$ cat config.mk
export PLATFORM = sky130hd
export DESIGN_NAME = c_source_token_scanner
export DESIGN_NICKNAME = d
export VERILOG_FILES = /design/src/sv/cst_pkg.sv /design/src/sv/c_source_token_scanner.sv
export SDC_FILE = /design/constraint.sdc
export NUM_CORES = 1
export LEC_CHECK = 0
export CORE_MARGIN = 5
export CORE_UTILIZATION = 25
export DETAILED_ROUTE_END_ITERATION = 10
export DONT_BUFFER_PORTS = 1
export SLEW_MARGIN = 20
export SYNTH_ARGS = -nofsm -noshare
export SYNTH_HDL_FRONTEND = slang
export SYNTH_SLANG_ARGS = --single-unit
$ cat constraint.sdc
create_clock -name i_clk -period 12 [get_ports i_clk]
set_input_delay 2.4 -clock i_clk [delete_from_list [all_inputs] [get_ports i_clk]]
set_output_delay 2.4 -clock i_clk [all_outputs]
set_load 0.02 [all_outputs]
$ cat src/sv/cst_pkg.sv
// Package of the C source token scanner: word types, codes and the reserved-word table.
`timescale 1ns / 1ps
`default_nettype none
package cst_pkg;

    localparam int DEF_MAX_LINE       = 256;
    localparam int DEF_KEYWORD_PREFIX = 8;
    localparam int DEF_LINE_BITS      = 16;

    // Token classes.
    localparam logic [3:0] CLS_PREP    = 4'd0;
    localparam logic [3:0] CLS_SPECIAL = 4'd1;
    localparam logic [3:0] CLS_OPER    = 4'd2;
    localparam logic [3:0] CLS_CHAR    = 4'd3;
    localparam logic [3:0] CLS_STRING  = 4'd4;
    localparam logic [3:0] CLS_LCOM    = 4'd5;
    localparam logic [3:0] CLS_BCOM    = 4'd6;
    localparam logic [3:0] CLS_IDEN    = 4'd7;
    localparam logic [3:0] CLS_RESVD   = 4'd8;
    localparam logic [3:0] CLS_INT     = 4'd9;
    localparam logic [3:0] CLS_FLOAT   = 4'd10;
    localparam logic [3:0] CLS_ERR_CHR = 4'd11;
    localparam logic [3:0] CLS_ERR_STR = 4'd12;
    localparam logic [3:0] CLS_ERR_COM = 4'd13;

    localparam logic [4:0] NO_WORD   = 5'd25;
    localparam int         NUM_WORDS = 24;

    typedef struct packed {
        logic [7:0] char_byte;
        logic       end_of_input;
    } t_in_word;

    typedef struct packed {
        logic [3:0]  token_class;
        logic [15:0] start_line;
        logic [15:0] end_line;
        logic [7:0]  start_column;
        logic [7:0]  token_length;
        logic [4:0]  keyword_number;
        logic        last_in_run;
    } t_out_word;

    // Reserved word i, left aligned in eight bytes, first byte on top.
    function automatic logic [63:0] kw_text(input logic [4:0] i);
        logic [63:0] t;
        case (i)
            5'd0:  t = {"auto", 32'h0};
            5'd1:  t = {"break", 24'h0};
            5'd2:  t = {"case", 32'h0};
            5'd3:  t = "continue";
            5'd4:  t = {"char", 32'h0};
            5'd5:  t = {"const", 24'h0};
            5'd6:  t = {"do", 48'h0};
            5'd7:  t = {"default", 8'h0};
            5'd8:  t = {"double", 16'h0};
            5'd9:  t = {"else", 32'h0};
            5'd10: t = {"extern", 16'h0};
            5'd11: t = {"enum", 32'h0};
            5'd12: t = {"for", 40'h0};
            5'd13: t = {"float", 24'h0};
            5'd14: t = {"goto", 32'h0};
            5'd15: t = {"int", 40'h0};
            5'd16: t = {"if", 48'h0};
            5'd17: t = {"return", 16'h0};
            5'd18: t = "register";
            5'd19: t = {"static", 16'h0};
            5'd20: t = {"switch", 16'h0};
            5'd21: t = {"sizeof", 16'h0};
            5'd22: t = {"struct", 16'h0};
            5'd23: t = {"union", 24'h0};
            default: t = 64'h0;
        endcase
        return t;
    endfunction

    function automatic logic [3:0] kw_len(input logic [4:0] i);
        logic [3:0] n;
        case (i)
            5'd6, 5'd16: n = 4'd2;
            5'd12, 5'd15: n = 4'd3;
            5'd0, 5'd2, 5'd4, 5'd9, 5'd11, 5'd14: n = 4'd4;
            5'd1, 5'd5, 5'd13, 5'd23: n = 4'd5;
            5'd8, 5'd10, 5'd17, 5'd19, 5'd20, 5'd21, 5'd22: n = 4'd6;
            5'd7: n = 4'd7;
            5'd3, 5'd18: n = 4'd8;
            default: n = 4'd0;
        endcase
        return n;
    endfunction

    // Parallel compare of the held word prefix against all reserved words.
    function automatic logic [4:0] kw_lookup(input logic [63:0] pfx, input logic [7:0] len);
        logic [63:0] mask;
        logic [4:0]  hit;
        hit  = NO_WORD;
        mask = ~(64'hFFFF_FFFF_FFFF_FFFF >> {len[3:0], 3'b000});
        if (len >= 8'd1 && len <= 8'd8) begin
            for (int i = NUM_WORDS - 1; i >= 0; i--) begin
                if ({4'd0, kw_len(5'(i))} == len && ((pfx ^ kw_text(5'(i))) & mask) == 64'h0) begin
                    hit = 5'(i);
                end
            end
        end
        return hit;
    endfunction

endpackage
`default_nettype wire

$ cat src/sv/c_source_token_scanner.sv
// Top level of the C source token scanner: byte scanner and result queue.
//
//  channel | valid      | stall       | word
//  input   | i_in_valid | o_in_stall  | i_in_word  (t_in_word)
//  output  | o_out_valid| i_out_stall | o_out_word (t_out_word)
//
// Each byte is scanned in the cycle it is accepted; its zero, one or two tokens
// are written to a four-entry result queue and appear from the next cycle on.
// A byte is taken in every cycle while the queue has room for two words.
// Unstalled, the queue gives one word per cycle, which sets the rate for two-token bytes.
// Reset is synchronous and active low; it empties the queue and restores line one.
`timescale 1ns / 1ps
`default_nettype none
module c_source_token_scanner
    import cst_pkg::*;
#(
    parameter int MAX_LINE       = DEF_MAX_LINE,
    parameter int KEYWORD_PREFIX = DEF_KEYWORD_PREFIX,
    parameter int LINE_BITS      = DEF_LINE_BITS
) (
    input  wire        i_clk,
    input  wire        i_rst_n,
    input  wire        i_in_valid,
    output logic       o_in_stall,
    input  t_in_word   i_in_word,
    output logic       o_out_valid,
    input  wire        i_out_stall,
    output t_out_word  o_out_word
);

    localparam int COL_LIMIT_I = (MAX_LINE - 1 < 255) ? MAX_LINE - 1 : 255;
    localparam logic [7:0] COL_LIMIT = 8'(COL_LIMIT_I);
    localparam logic [15:0] LINE_LIMIT =
        (LINE_BITS >= 16) ? 16'hFFFF : 16'((1 << LINE_BITS) - 1);
    localparam int PW = $clog2(KEYWORD_PREFIX);

    localparam logic [3:0] M_IDLE  = 4'd0;
    localparam logic [3:0] M_OP    = 4'd1;
    localparam logic [3:0] M_SLASH = 4'd2;
    localparam logic [3:0] M_DOT   = 4'd3;
    localparam logic [3:0] M_WORD  = 4'd4;
    localparam logic [3:0] M_NUM   = 4'd5;
    localparam logic [3:0] M_PREP  = 4'd6;
    localparam logic [3:0] M_LCOM  = 4'd7;
    localparam logic [3:0] M_BCOM  = 4'd8;
    localparam logic [3:0] M_CHAR  = 4'd9;
    localparam logic [3:0] M_STR   = 4'd10;

    localparam logic [7:0] NL = 8'd10;

    // Scanner state.
    logic [3:0]  r_mode, n_mode;
    logic [15:0] r_line, n_line;
    logic [7:0]  r_col, n_col;
    logic [7:0]  r_tsc, n_tsc;
    logic [15:0] r_tsl, n_tsl;
    logic [7:0]  r_tlc, n_tlc;
    logic [7:0]  r_held, n_held;
    logic        r_bslash, n_bslash;
    logic [2:0]  r_nphase, n_nphase;
    logic [7:0]  r_prefix [KEYWORD_PREFIX];

    // Result queue.
    t_out_word   r_q [4];
    logic [1:0]  r_rp, r_wp;
    logic [2:0]  r_count, n_count;

    logic        in_acc, out_acc;
    logic        pw_en;
    logic [PW-1:0] pw_idx;
    logic [7:0]  pw_dat;
    logic [1:0]  ne;
    t_out_word   w [2];
    logic [63:0] pfx;

    function automatic logic is_digit(input logic [7:0] c);
        return c >= "0" && c <= "9";
    endfunction

    function automatic logic is_alpha(input logic [7:0] c);
        return (c >= "a" && c <= "z") || (c >= "A" && c <= "Z") || c == "_";
    endfunction

    function automatic logic pairs(input logic [7:0] f, input logic [7:0] c);
        logic p;
        case (f)
            "+": p = c == "+" || c == "=";
            "-": p = c == "-" || c == "=" || c == ">";
            ">": p = c == ">" || c == "=";
            "<": p = c == "<" || c == "=";
            "&": p = c == "&";
            "|": p = c == "|";
            default: p = c == "=";
        endcase
        return p;
    endfunction

    // Number grammar step: bit 3 says the byte is taken, low bits the new phase.
    function automatic logic [3:0] num_step(input logic [2:0] ph, input logic [7:0] c);
        logic [3:0] r;
        logic       e;
        e = c == "e" || c == "E";
        r = {1'b0, ph};
        case (ph)
            3'd0: begin
                if (is_digit(c)) r = {1'b1, ph};
                else if (c == ".") r = {1'b1, 3'd1};
                else if (e) r = {1'b1, 3'd2};
            end
            3'd1: begin
                if (is_digit(c)) r = {1'b1, ph};
                else if (e) r = {1'b1, 3'd2};
            end
            3'd2: begin
                if (c == "+" || c == "-") r = {1'b1, 3'd3};
                else if (is_digit(c)) r = {1'b1, 3'd4};
            end
            default: begin
                if (is_digit(c)) r = {1'b1, 3'd4};
            end
        endcase
        return r;
    endfunction

    function automatic t_out_word mk(input logic [3:0] cls, input logic [4:0] kw,
                                     input logic [15:0] sl, input logic [15:0] el,
                                     input logic [7:0] sc, input logic [7:0] tl);
        t_out_word o;
        o.token_class    = cls;
        o.start_line     = sl;
        o.end_line       = el;
        o.start_column   = sc;
        o.token_length   = tl;
        o.keyword_number = kw;
        o.last_in_run    = 1'b0;
        return o;
    endfunction

    // Handshakes.
    assign o_in_stall  = r_count > 3'd2;
    assign in_acc      = i_in_valid && !o_in_stall;
    assign o_out_valid = r_count != 3'd0;
    assign out_acc     = o_out_valid && !i_out_stall;
    assign o_out_word  = r_q[r_rp];

    // The first eight prefix bytes, first byte on top, for the keyword compare.
    always_comb begin
        for (int k = 0; k < 8; k++) begin
            pfx[63 - 8 * k -: 8] = r_prefix[k];
        end
    end

    // Scan one byte: next state and up to two tokens.
    always_comb begin
        logic [7:0] c;
        logic       start;
        logic [3:0] ns;
        logic [4:0] kw;
        c        = i_in_word.char_byte;
        start    = 1'b0;
        ns       = 4'd0;
        kw       = NO_WORD;
        n_mode   = r_mode;
        n_line   = r_line;
        n_col    = r_col;
        n_tsc    = r_tsc;
        n_tsl    = r_tsl;
        n_tlc    = r_tlc;
        n_held   = r_held;
        n_bslash = r_bslash;
        n_nphase = r_nphase;
        pw_en    = 1'b0;
        pw_idx   = '0;
        pw_dat   = c;
        ne       = 2'd0;
        w[0]     = mk(CLS_PREP, NO_WORD, 16'd0, 16'd0, 8'd0, 8'd0);
        w[1]     = w[0];
        kw       = kw_lookup(pfx, r_tlc);

        if (i_in_word.end_of_input) begin
            // Flush the open token, then return to the reset state.
            ne = 2'd1;
            case (r_mode)
                M_OP, M_SLASH, M_DOT:
                    w[0] = mk(CLS_OPER, NO_WORD, r_tsl, r_line, r_tsc, r_tlc);
                M_WORD:
                    w[0] = mk((kw == NO_WORD) ? CLS_IDEN : CLS_RESVD, kw,
                              r_tsl, r_line, r_tsc, r_tlc);
                M_NUM:
                    w[0] = mk((r_nphase == 3'd0) ? CLS_INT : CLS_FLOAT, NO_WORD,
                              r_tsl, r_line, r_tsc, r_tlc);
                M_PREP:  w[0] = mk(CLS_PREP, NO_WORD, r_tsl, r_line, r_tsc, r_tlc);
                M_LCOM:  w[0] = mk(CLS_LCOM, NO_WORD, r_tsl, r_line, r_tsc, r_tlc);
                M_BCOM:  w[0] = mk(CLS_ERR_COM, NO_WORD, r_tsl, r_line, r_tsc, r_tlc);
                M_CHAR:  w[0] = mk(CLS_ERR_CHR, NO_WORD, r_tsl, r_line, r_tsc, r_tlc);
                M_STR:   w[0] = mk(CLS_ERR_STR, NO_WORD, r_tsl, r_line, r_tsc, r_tlc);
                default: ne = 2'd0;
            endcase
            n_mode   = M_IDLE;
            n_line   = 16'd1;
            n_col    = 8'd0;
            n_tsc    = 8'd0;
            n_tsl    = 16'd1;
            n_tlc    = 8'd0;
            n_held   = 8'd0;
            n_bslash = 1'b0;
            n_nphase = 3'd0;
        end else begin
            // Continue or close the open token.
            case (r_mode)
                M_OP: begin
                    n_mode = M_IDLE;
                    if (pairs(r_held, c)) begin
                        if (n_tlc != 8'hFF) n_tlc = n_tlc + 8'd1;
                    end else begin
                        start = 1'b1;
                    end
                    w[0] = mk(CLS_OPER, NO_WORD, r_tsl, r_line, r_tsc, n_tlc);
                    ne   = 2'd1;
                end
                M_SLASH: begin
                    if (c == "/") begin
                        if (n_tlc != 8'hFF) n_tlc = n_tlc + 8'd1;
                        n_mode = M_LCOM;
                    end else if (c == "*") begin
                        if (n_tlc != 8'hFF) n_tlc = n_tlc + 8'd1;
                        n_held   = 8'd0;
                        n_nphase = 3'd0;
                        n_mode   = M_BCOM;
                    end else begin
                        n_mode = M_IDLE;
                        if (c == "=") begin
                            if (n_tlc != 8'hFF) n_tlc = n_tlc + 8'd1;
                        end else begin
                            start = 1'b1;
                        end
                        w[0] = mk(CLS_OPER, NO_WORD, r_tsl, r_line, r_tsc, n_tlc);
                        ne   = 2'd1;
                    end
                end
                M_DOT: begin
                    if (is_digit(c)) begin
                        if (n_tlc != 8'hFF) n_tlc = n_tlc + 8'd1;
                        n_nphase = 3'd1;
                        n_mode   = M_NUM;
                    end else begin
                        n_mode = M_IDLE;
                        w[0]   = mk(CLS_OPER, NO_WORD, r_tsl, r_line, r_tsc, r_tlc);
                        ne     = 2'd1;
                        start  = 1'b1;
                    end
                end
                M_WORD: begin
                    if (is_alpha(c) || is_digit(c)) begin
                        if (r_tlc < 8'(KEYWORD_PREFIX)) begin
                            pw_en  = 1'b1;
                            pw_idx = r_tlc[PW-1:0];
                        end
                        if (n_tlc != 8'hFF) n_tlc = n_tlc + 8'd1;
                    end else begin
                        n_mode = M_IDLE;
                        w[0]   = mk((kw == NO_WORD) ? CLS_IDEN : CLS_RESVD, kw,
                                    r_tsl, r_line, r_tsc, r_tlc);
                        ne     = 2'd1;
                        start  = 1'b1;
                    end
                end
                M_NUM: begin
                    ns = num_step(r_nphase, c);
                    if (ns[3]) begin
                        n_nphase = ns[2:0];
                        if (n_tlc != 8'hFF) n_tlc = n_tlc + 8'd1;
                    end else begin
                        n_mode = M_IDLE;
                        w[0]   = mk((r_nphase == 3'd0) ? CLS_INT : CLS_FLOAT, NO_WORD,
                                    r_tsl, r_line, r_tsc, r_tlc);
                        ne     = 2'd1;
                        start  = 1'b1;
                    end
                end
                M_PREP, M_LCOM: begin
                    if (c == NL) begin
                        w[0]   = mk((r_mode == M_PREP) ? CLS_PREP : CLS_LCOM, NO_WORD,
                                    r_tsl, r_line, r_tsc, r_tlc);
                        ne     = 2'd1;
                        n_mode = M_IDLE;
                    end else if (n_tlc != 8'hFF) begin
                        n_tlc = n_tlc + 8'd1;
                    end
                end
                M_BCOM: begin
                    if (c == NL) begin
                        n_nphase = 3'd1;
                        n_held   = NL;
                    end else begin
                        if (r_nphase == 3'd0 && n_tlc != 8'hFF) n_tlc = n_tlc + 8'd1;
                        if (c == "/" && r_held == "*") begin
                            w[0]   = mk(CLS_BCOM, NO_WORD, r_tsl, r_line, r_tsc, n_tlc);
                            ne     = 2'd1;
                            n_mode = M_IDLE;
                        end
                        n_held = c;
                    end
                end
                M_CHAR, M_STR: begin
                    if (c == NL) begin
                        w[0]   = mk((r_mode == M_CHAR) ? CLS_ERR_CHR : CLS_ERR_STR, NO_WORD,
                                    r_tsl, r_line, r_tsc, r_tlc);
                        ne     = 2'd1;
                        n_mode = M_IDLE;
                    end else begin
                        if (n_tlc != 8'hFF) n_tlc = n_tlc + 8'd1;
                        if (r_bslash) begin
                            n_bslash = 1'b0;
                        end else if (c == "\\") begin
                            n_bslash = 1'b1;
                        end else if ((r_mode == M_CHAR && c == "'") ||
                                     (r_mode == M_STR && c == "\"")) begin
                            w[0]   = mk((r_mode == M_CHAR) ? CLS_CHAR : CLS_STRING, NO_WORD,
                                        r_tsl, r_line, r_tsc, n_tlc);
                            ne     = 2'd1;
                            n_mode = M_IDLE;
                        end
                    end
                end
                default: begin
                    n_mode = M_IDLE;
                    start  = 1'b1;
                end
            endcase

            // Start a new token from idle.
            if (start) begin
                case (c)
                    ";", "(", ")", "{", "}", ",", "[", "]", "^", ":": begin
                        n_tsl   = r_line;
                        n_tsc   = r_col;
                        n_tlc   = 8'd1;
                        w[ne[0]] = mk((c == ";" || c == "(" || c == ")" || c == "{" ||
                                       c == "}") ? CLS_SPECIAL : CLS_OPER, NO_WORD,
                                      r_line, r_line, r_col, 8'd1);
                        ne      = ne + 2'd1;
                    end
                    "+", "-", "*", "=", "%", ">", "<", "!", "&", "|": begin
                        n_tsl  = r_line;
                        n_tsc  = r_col;
                        n_tlc  = 8'd1;
                        n_held = c;
                        n_mode = M_OP;
                    end
                    "/", ".", "#": begin
                        n_tsl  = r_line;
                        n_tsc  = r_col;
                        n_tlc  = 8'd1;
                        n_mode = (c == "/") ? M_SLASH : ((c == ".") ? M_DOT : M_PREP);
                    end
                    "'", "\"": begin
                        n_tsl    = r_line;
                        n_tsc    = r_col;
                        n_tlc    = 8'd1;
                        n_bslash = 1'b0;
                        n_mode   = (c == "'") ? M_CHAR : M_STR;
                    end
                    default: begin
                        if (is_alpha(c)) begin
                            n_tsl  = r_line;
                            n_tsc  = r_col;
                            n_tlc  = 8'd1;
                            pw_en  = 1'b1;
                            pw_idx = '0;
                            n_mode = M_WORD;
                        end else if (is_digit(c)) begin
                            n_tsl    = r_line;
                            n_tsc    = r_col;
                            n_tlc    = 8'd1;
                            n_nphase = 3'd0;
                            n_mode   = M_NUM;
                        end
                    end
                endcase
            end

            // Position counters.
            if (c == NL) begin
                if (r_line < LINE_LIMIT) n_line = r_line + 16'd1;
                n_col = 8'd0;
            end else if (r_col < COL_LIMIT) begin
                n_col = r_col + 8'd1;
            end
        end

        // Mark the final word of this byte.
        if (ne == 2'd1) w[0].last_in_run = 1'b1;
        if (ne == 2'd2) w[1].last_in_run = 1'b1;
    end

    // Queue occupancy.
    always_comb begin
        n_count = r_count;
        if (in_acc) n_count = n_count + {1'b0, ne};
        if (out_acc) n_count = n_count - 3'd1;
    end

    // Control registers.
    always_ff @(posedge i_clk) begin
        if (!i_rst_n) begin
            r_mode   <= M_IDLE;
            r_line   <= 16'd1;
            r_col    <= 8'd0;
            r_tsc    <= 8'd0;
            r_tsl    <= 16'd1;
            r_tlc    <= 8'd0;
            r_held   <= 8'd0;
            r_bslash <= 1'b0;
            r_nphase <= 3'd0;
            r_rp     <= 2'd0;
            r_wp     <= 2'd0;
            r_count  <= 3'd0;
        end else begin
            if (in_acc) begin
                r_mode   <= n_mode;
                r_line   <= n_line;
                r_col    <= n_col;
                r_tsc    <= n_tsc;
                r_tsl    <= n_tsl;
                r_tlc    <= n_tlc;
                r_held   <= n_held;
                r_bslash <= n_bslash;
                r_nphase <= n_nphase;
                r_wp     <= r_wp + ne;
            end
            if (out_acc) r_rp <= r_rp + 2'd1;
            r_count <= n_count;
        end
    end

    // Word prefix store and result queue storage.
    always_ff @(posedge i_clk) begin
        if (in_acc && pw_en) r_prefix[pw_idx] <= pw_dat;
        if (in_acc && ne != 2'd0) r_q[r_wp] <= w[0];
        if (in_acc && ne == 2'd2) r_q[r_wp + 2'd1] <= w[1];
    end

    // The queue never overfills.
    a_count_max: assert property (@(posedge i_clk) disable iff (!i_rst_n)
        r_count <= 3'd4)
        else $error("result queue overflow");

    // A byte is taken only with room for two words.
    a_room: assert property (@(posedge i_clk) disable iff (!i_rst_n)
        in_acc |-> r_count <= 3'd2)
        else $error("byte accepted without queue room");

    // End of input leaves the scanner idle on line one.
    a_eoi: assert property (@(posedge i_clk) disable iff (!i_rst_n)
        (in_acc && i_in_word.end_of_input) |=> (r_mode == M_IDLE && r_line == 16'd1))
        else $error("end of input did not restore the scanner");

endmodule
`default_nettype wire
==> Word-level counts from Yosys, hierarchy flattened <==
Memories as Yosys holds them, arrays and structs flattened. A register that Yosys moved wholly into a read port is not among the register bits.
Cells that the tools add are included.
{ "totals": {"ff_bits": 79, "mem_bits_rw": 296, "output_inout_bits": 60, "word_cells": 477, "mem_count": 2} }
{ "classes": {"add_sub_neg": 9, "magnitude_cmp": 14, "n_eq_ne": 60, "shifts": 1, "muxes": 228, "bitwise": 50, "reduce_logical": 101} }
{ "memory_table": {"columns": ["memory", "words", "width", "rd", "rd_ports_with_merged_regs", "wr", "line", "rtl"], "rows": [
  ["r_q", 4, 58, 1, 1, 2, "c_source_token_scanner.sv:64", "t_out_word r_q [4];"],
  ["r_prefix", 8, 8, 8, 0, 1, "c_source_token_scanner.sv:61", "logic [7:0] r_prefix [KEYWORD_PREFIX];"]
]} }
{ "op_table": {"columns": ["cell", "count"], "rows": [
  ["64-bit AND", 24],
  ["64-bit logical NOT", 24],
  ["64-bit 2-to-1 mux", 24],
  ["64-bit bitwise XOR", 24],
  ["58-bit one-hot mux with 8 select lines", 2],
  ["58-bit 2-to-1 mux", 7],
  ["57-bit 2-to-1 mux", 6],
  ["8-bit 2-to-1 mux", 30],
  ["116-bit 2-to-1 mux", 2],
  ["8-bit by 6-bit equality test with 1-bit output (second input constant)", 25],
  ["56-bit 2-to-1 mux", 3],
  ["16-bit 2-to-1 mux", 8],
  ["4-bit 2-to-1 mux", 32],
  ["5-bit 2-to-1 mux", 24],
  ["116-bit bitwise mux", 1],
  ["8-bit by 7-bit equality test with 1-bit output (second input constant)", 11],
  ["3-bit 2-to-1 mux", 25],
  ["64-bit inverter", 1],
  ["64-bit by 7-bit right shift with 64-bit output (first input constant)", 1],
  ["58-bit demux with 1-bit select", 1],
  ["4-bit by 8-bit equality test with 1-bit output", 7],
  ["8-bit one-hot mux with 7 select lines", 1],
  ["1-bit 2-to-1 mux", 45],
  ["1-bit logical AND", 38],
  ["other kinds (52)", 97]
]} }

==> Longest topological paths before layout <==
{ "logic_depth": {"ltp_word": 42, "ltp_mapped": 18, "depth_no_buf": 16} }

==> Worst setup path before layout <==
OpenSTA, ideal clock, no wires.
{ "synth_path": {"path_kind": "input to register", "startpoint": "in i_in_word[5] in the netlist's numbering", "endpoint": "mem r_q[0][0] in the netlist's numbering (enable)", "t_arrival_ns": 9.031, "required_time_ns": 11.440, "setup_slack_ns": 2.409, "cell_stages": 12, "n_path_buf": 2, "cell_sequence": "buf_2 > clkbuf_1 > or3_1 > or3_1 > and3_1 > nor3_1 > nand3_2 > ha_1 > nor2_1 > a21oi_1 > o21ai_0 > o31ai_1"} }
{ "synth_rtl": {"columns": ["item", "line", "rtl"], "rows": [
  ["start: declaration", "c_source_token_scanner.sv:25", "input t_in_word i_in_word,"],
  ["end: declaration", "c_source_token_scanner.sv:64", null]
]} }

==> impl_results.md <==
- Status: finished, final reports clean
- Maximum fanout along the worst path: 42
- Final TNS setup: 0 ps
- Post-synth top area share: 0.437
- Power Density: 148 mW/mm^2
- Worst r2r src: r_mode[0]
- CTS root buf: clkbuf_16
- Gr ovfl total: 0
- Min Clock Period, post-route: 6460 ps
- IO Pins: 73
- First-pass GRT wire length: 99900 um
- DRC Markers: 0
- Initial antenna violation count: 1
- WHS Endpoint: r_tsc[2]
- Vias: 16000
- Flip-flop and latch area: 0.0105 sq mm
- CP Data Required Time: 12180 ps
- Total GRT Usage: 0.147
- Core area: 0.0805 sq mm
- Distinct cells, synth: 93
- Routed vias/inst: 5.51
- Period utilization: 0.539
- Htree depth: 2
- Share of cells above drive strength 1: 0.111
- Number of global-route vias before repair: 15500
- Multi-input gate area: 0.00930 sq mm
- Starting density of the core: 0.252
- Final WS setup: 5540 ps
- Die Width: 295 um
- Yosys warning total: 0
- Worst path arrival time: 6640 ps
- Worst setup EP type: flop
- Synth cell count leaders: 296 x edfxtp_1, 187 x nor2_1, 157 x nand2_1, 109 x a21oi_1, 99 x a22o_1
- Hold path cells: 2
- DP Worst Slack: 5050 ps
- Post-Synth Simple-Gate Area: 0.195
- Setup CP Type: in2reg
- Number of synthesized flops with an enable pin: 296
- Post-route cell area: 0.0229 sq mm
- Max VDD drop: 0.110 mV
- Worst-Skew Late Latency: 590 ps
- # Post-CTS Setup Buffers: 0
- Yosys reg bits: 377
- Reg-to-Reg End: r_q[2][11]
- Synth-to-layout area growth: 12.8%
- Detailed Routing Iterations Pass 1: 7
- RSZ-0062 raised after global routing: no
- Synth Area in XOR/XNOR: 0.0134
- CTS clk-pin slew, worst paths: 60 ps
- Post-synthesis mux area share: 0.0697
- Detailed placer's ending HPWL: 44900 um
- Die height: 295 um
- Min-Delay Startpoint: r_tsc[2]
- Slew HR: 0.202
- Die Area: 0.0871 sq mm
- Post-synthesis sequential area ratio: 0.517
- Compound-Gate Fraction of Synth Area: 0.165
- Most common cell in the netlist: edfxtp_1
- Leading area contributor after synthesis: edfxtp_1
- Port Buf Inserts: 0
- Static Leak: 7.23 nW
- Placed cell area: 0.0215 sq mm
- Fillers: 8223
- Mapped Nets: 1897
- Util after Layout: 0.285
- Main synth FF type: edfxtp_1
- Clk buf depth: 3
- Detail Route Antenna Nets: 0
- CTS sink count: 377
- Main combinational cell family by area after synthesis: simple AND/OR/NAND/NOR gates
- Post-synthesis cell count: 1870
- Avg Inst Size Synth: 10.9 sq um
- Synth Cell Area: 0.0203 sq mm
- CTS tree: built
- Largest cells by area after synthesis: edfxtp_1 44%, dfxtp_1 8.0%, mux4_2 6.4%, a22o_1 4.3%, nor2_1 3.5%
- Routed Wire Length: 65800 um
- CTS resizes: 0
- DR iter-0 viols: 1834
- Number of buffers created by CTS: 42
- Reg2Reg Depth: 12
- Hold Buf Count CTS: 0
- Startpoint types: primary input
- Final setup fails: 0
- Total power: 0.00339 W
- Layout Skew: 47.5 ps
- Max cap viols: 0
- Layout net count: 1838
- F_max: 155 MHz
- Largest net degree at the start of global routing: 59
- Row cnt: 104
- Routability Congestion: 0.939
- Ys async rst share: 0
- Least-Margin Pin Slew: 1200 ps
- DR WL/cell: 22.6 um
- Fin. Hold Viols: 0
- Final Max Slew Viols: 0
- Reg2reg setup slack: 6750 ps
- HP Class: reg2reg
- Synth Area in Adders: 0.00898
[sequential cells by signal, indices dropped and copies added (netlist names), 8 cells and up, named ones only]
register,count
r_tsc,8
r_tlc,8
r_col,8
r_line,16
r_held,8
r_q,232
r_tsl,16
r_prefix,64
[cell families after synthesis]
logic type / Yosys count
DFF: 377
adders and majority gates: 14
muxes: 69
AOI/OAI and AO/OA: 472
xor gates and xnor gates: 31
and+or+nand+nor: 750
buffers and inverters: 157
[final cells by class]
cell class,count,share of cell area
sequential,377,0.458
antenna,2,0.000218
inverter,20,0.00333
clock inverter,25,0.0156
multi-input combinational,1336,0.405
clock buffer,52,0.0483
timing repair buffer,34,0.0111
tap,1060,0.0578
[cell usage in the layout (no fill, tap or decap), types with 14 or more instances in the layout]
cell type / netlist / layout
mux4_2: 58 / 58
and3_1: 21 / 21
nor2b_1: 34 / 34
xor2_1: 20 / 20
dfxtp_1: 81 / 79
o21ai_0: 68 / 64
a22o_1: 99 / 99
o22ai_1: 14 / 14
nand3_1: 69 / 69
nor2_1: 187 / 183
a21oi_1: 109 / 109
clkbuf_16: 0 / 42
edfxtp_1: 296 / 296
a22oi_1: 17 / 17
a31oi_1: 25 / 25
nor3_1: 42 / 37
nand4_1: 18 / 18
buf_4: 0 / 34
inv_1: 17 / 17
nand2_1: 157 / 157
and2_1: 72 / 72
nand2b_1: 27 / 27
[critical path, stage by stage]
cell and delay [ps]:
nor2b_1 190, nand3_1 220, or3_1 620, and3_1 310, nor3_1 450, nand3_2 190
ha_1 350, a2111o_1 400, or2_1 460, o21ai_4 330, buf_4 660
[per-stage QoR]
step                      hold WS, ps  cells
after floorplan                   445   1870
after detailed placement          489   2827
after CTS                         498   2904
after global placement            480   2827
after global routing              532   2904
final                             499   2906
[layer usage]
metal,vias up,part of all wire,GRT usage,wire (um)
li1,7106,-,-,-
met1,8051,0.44,0.209,29000
met2,741,0.46,0.232,30000
met3,105,0.079,0.0258,5180
met4,0,0.024,0.0376,1580
met5,-,0,0,0
[where the power goes]
| group | switching, W | total [W] | internal, W |
|---|---|---|---|
| Clock | 0.000547 | 0.00138 | 0.000834 |
| Combinational | 0.000371 | 0.000557 | 0.000186 |
| Sequential | 0.0000324 | 0.00145 | 0.00142 |
| Total | 0.000950 | 0.00339 | 0.00244 |
[how the worst max path moves through the flow]
stage                  to  cells past startpoint          from  slack [ps]
6_report       r_q[2][11]                     11  i_in_word[2]        5540
5_1_grt         r_q[2][9]                     12  i_in_word[5]        5340
4_1_cts        r_q[2][11]                     11  i_in_word[2]        5620
3_5_place_dp   r_q[2][31]                     11  i_in_word[2]        5050
3_3_place_gp   r_q[0][48]                     12  i_in_word[5]        5080
2_1_floorplan   r_q[0][0]                     12  i_in_word[5]        2410
(Power assumes the default switching activity.)
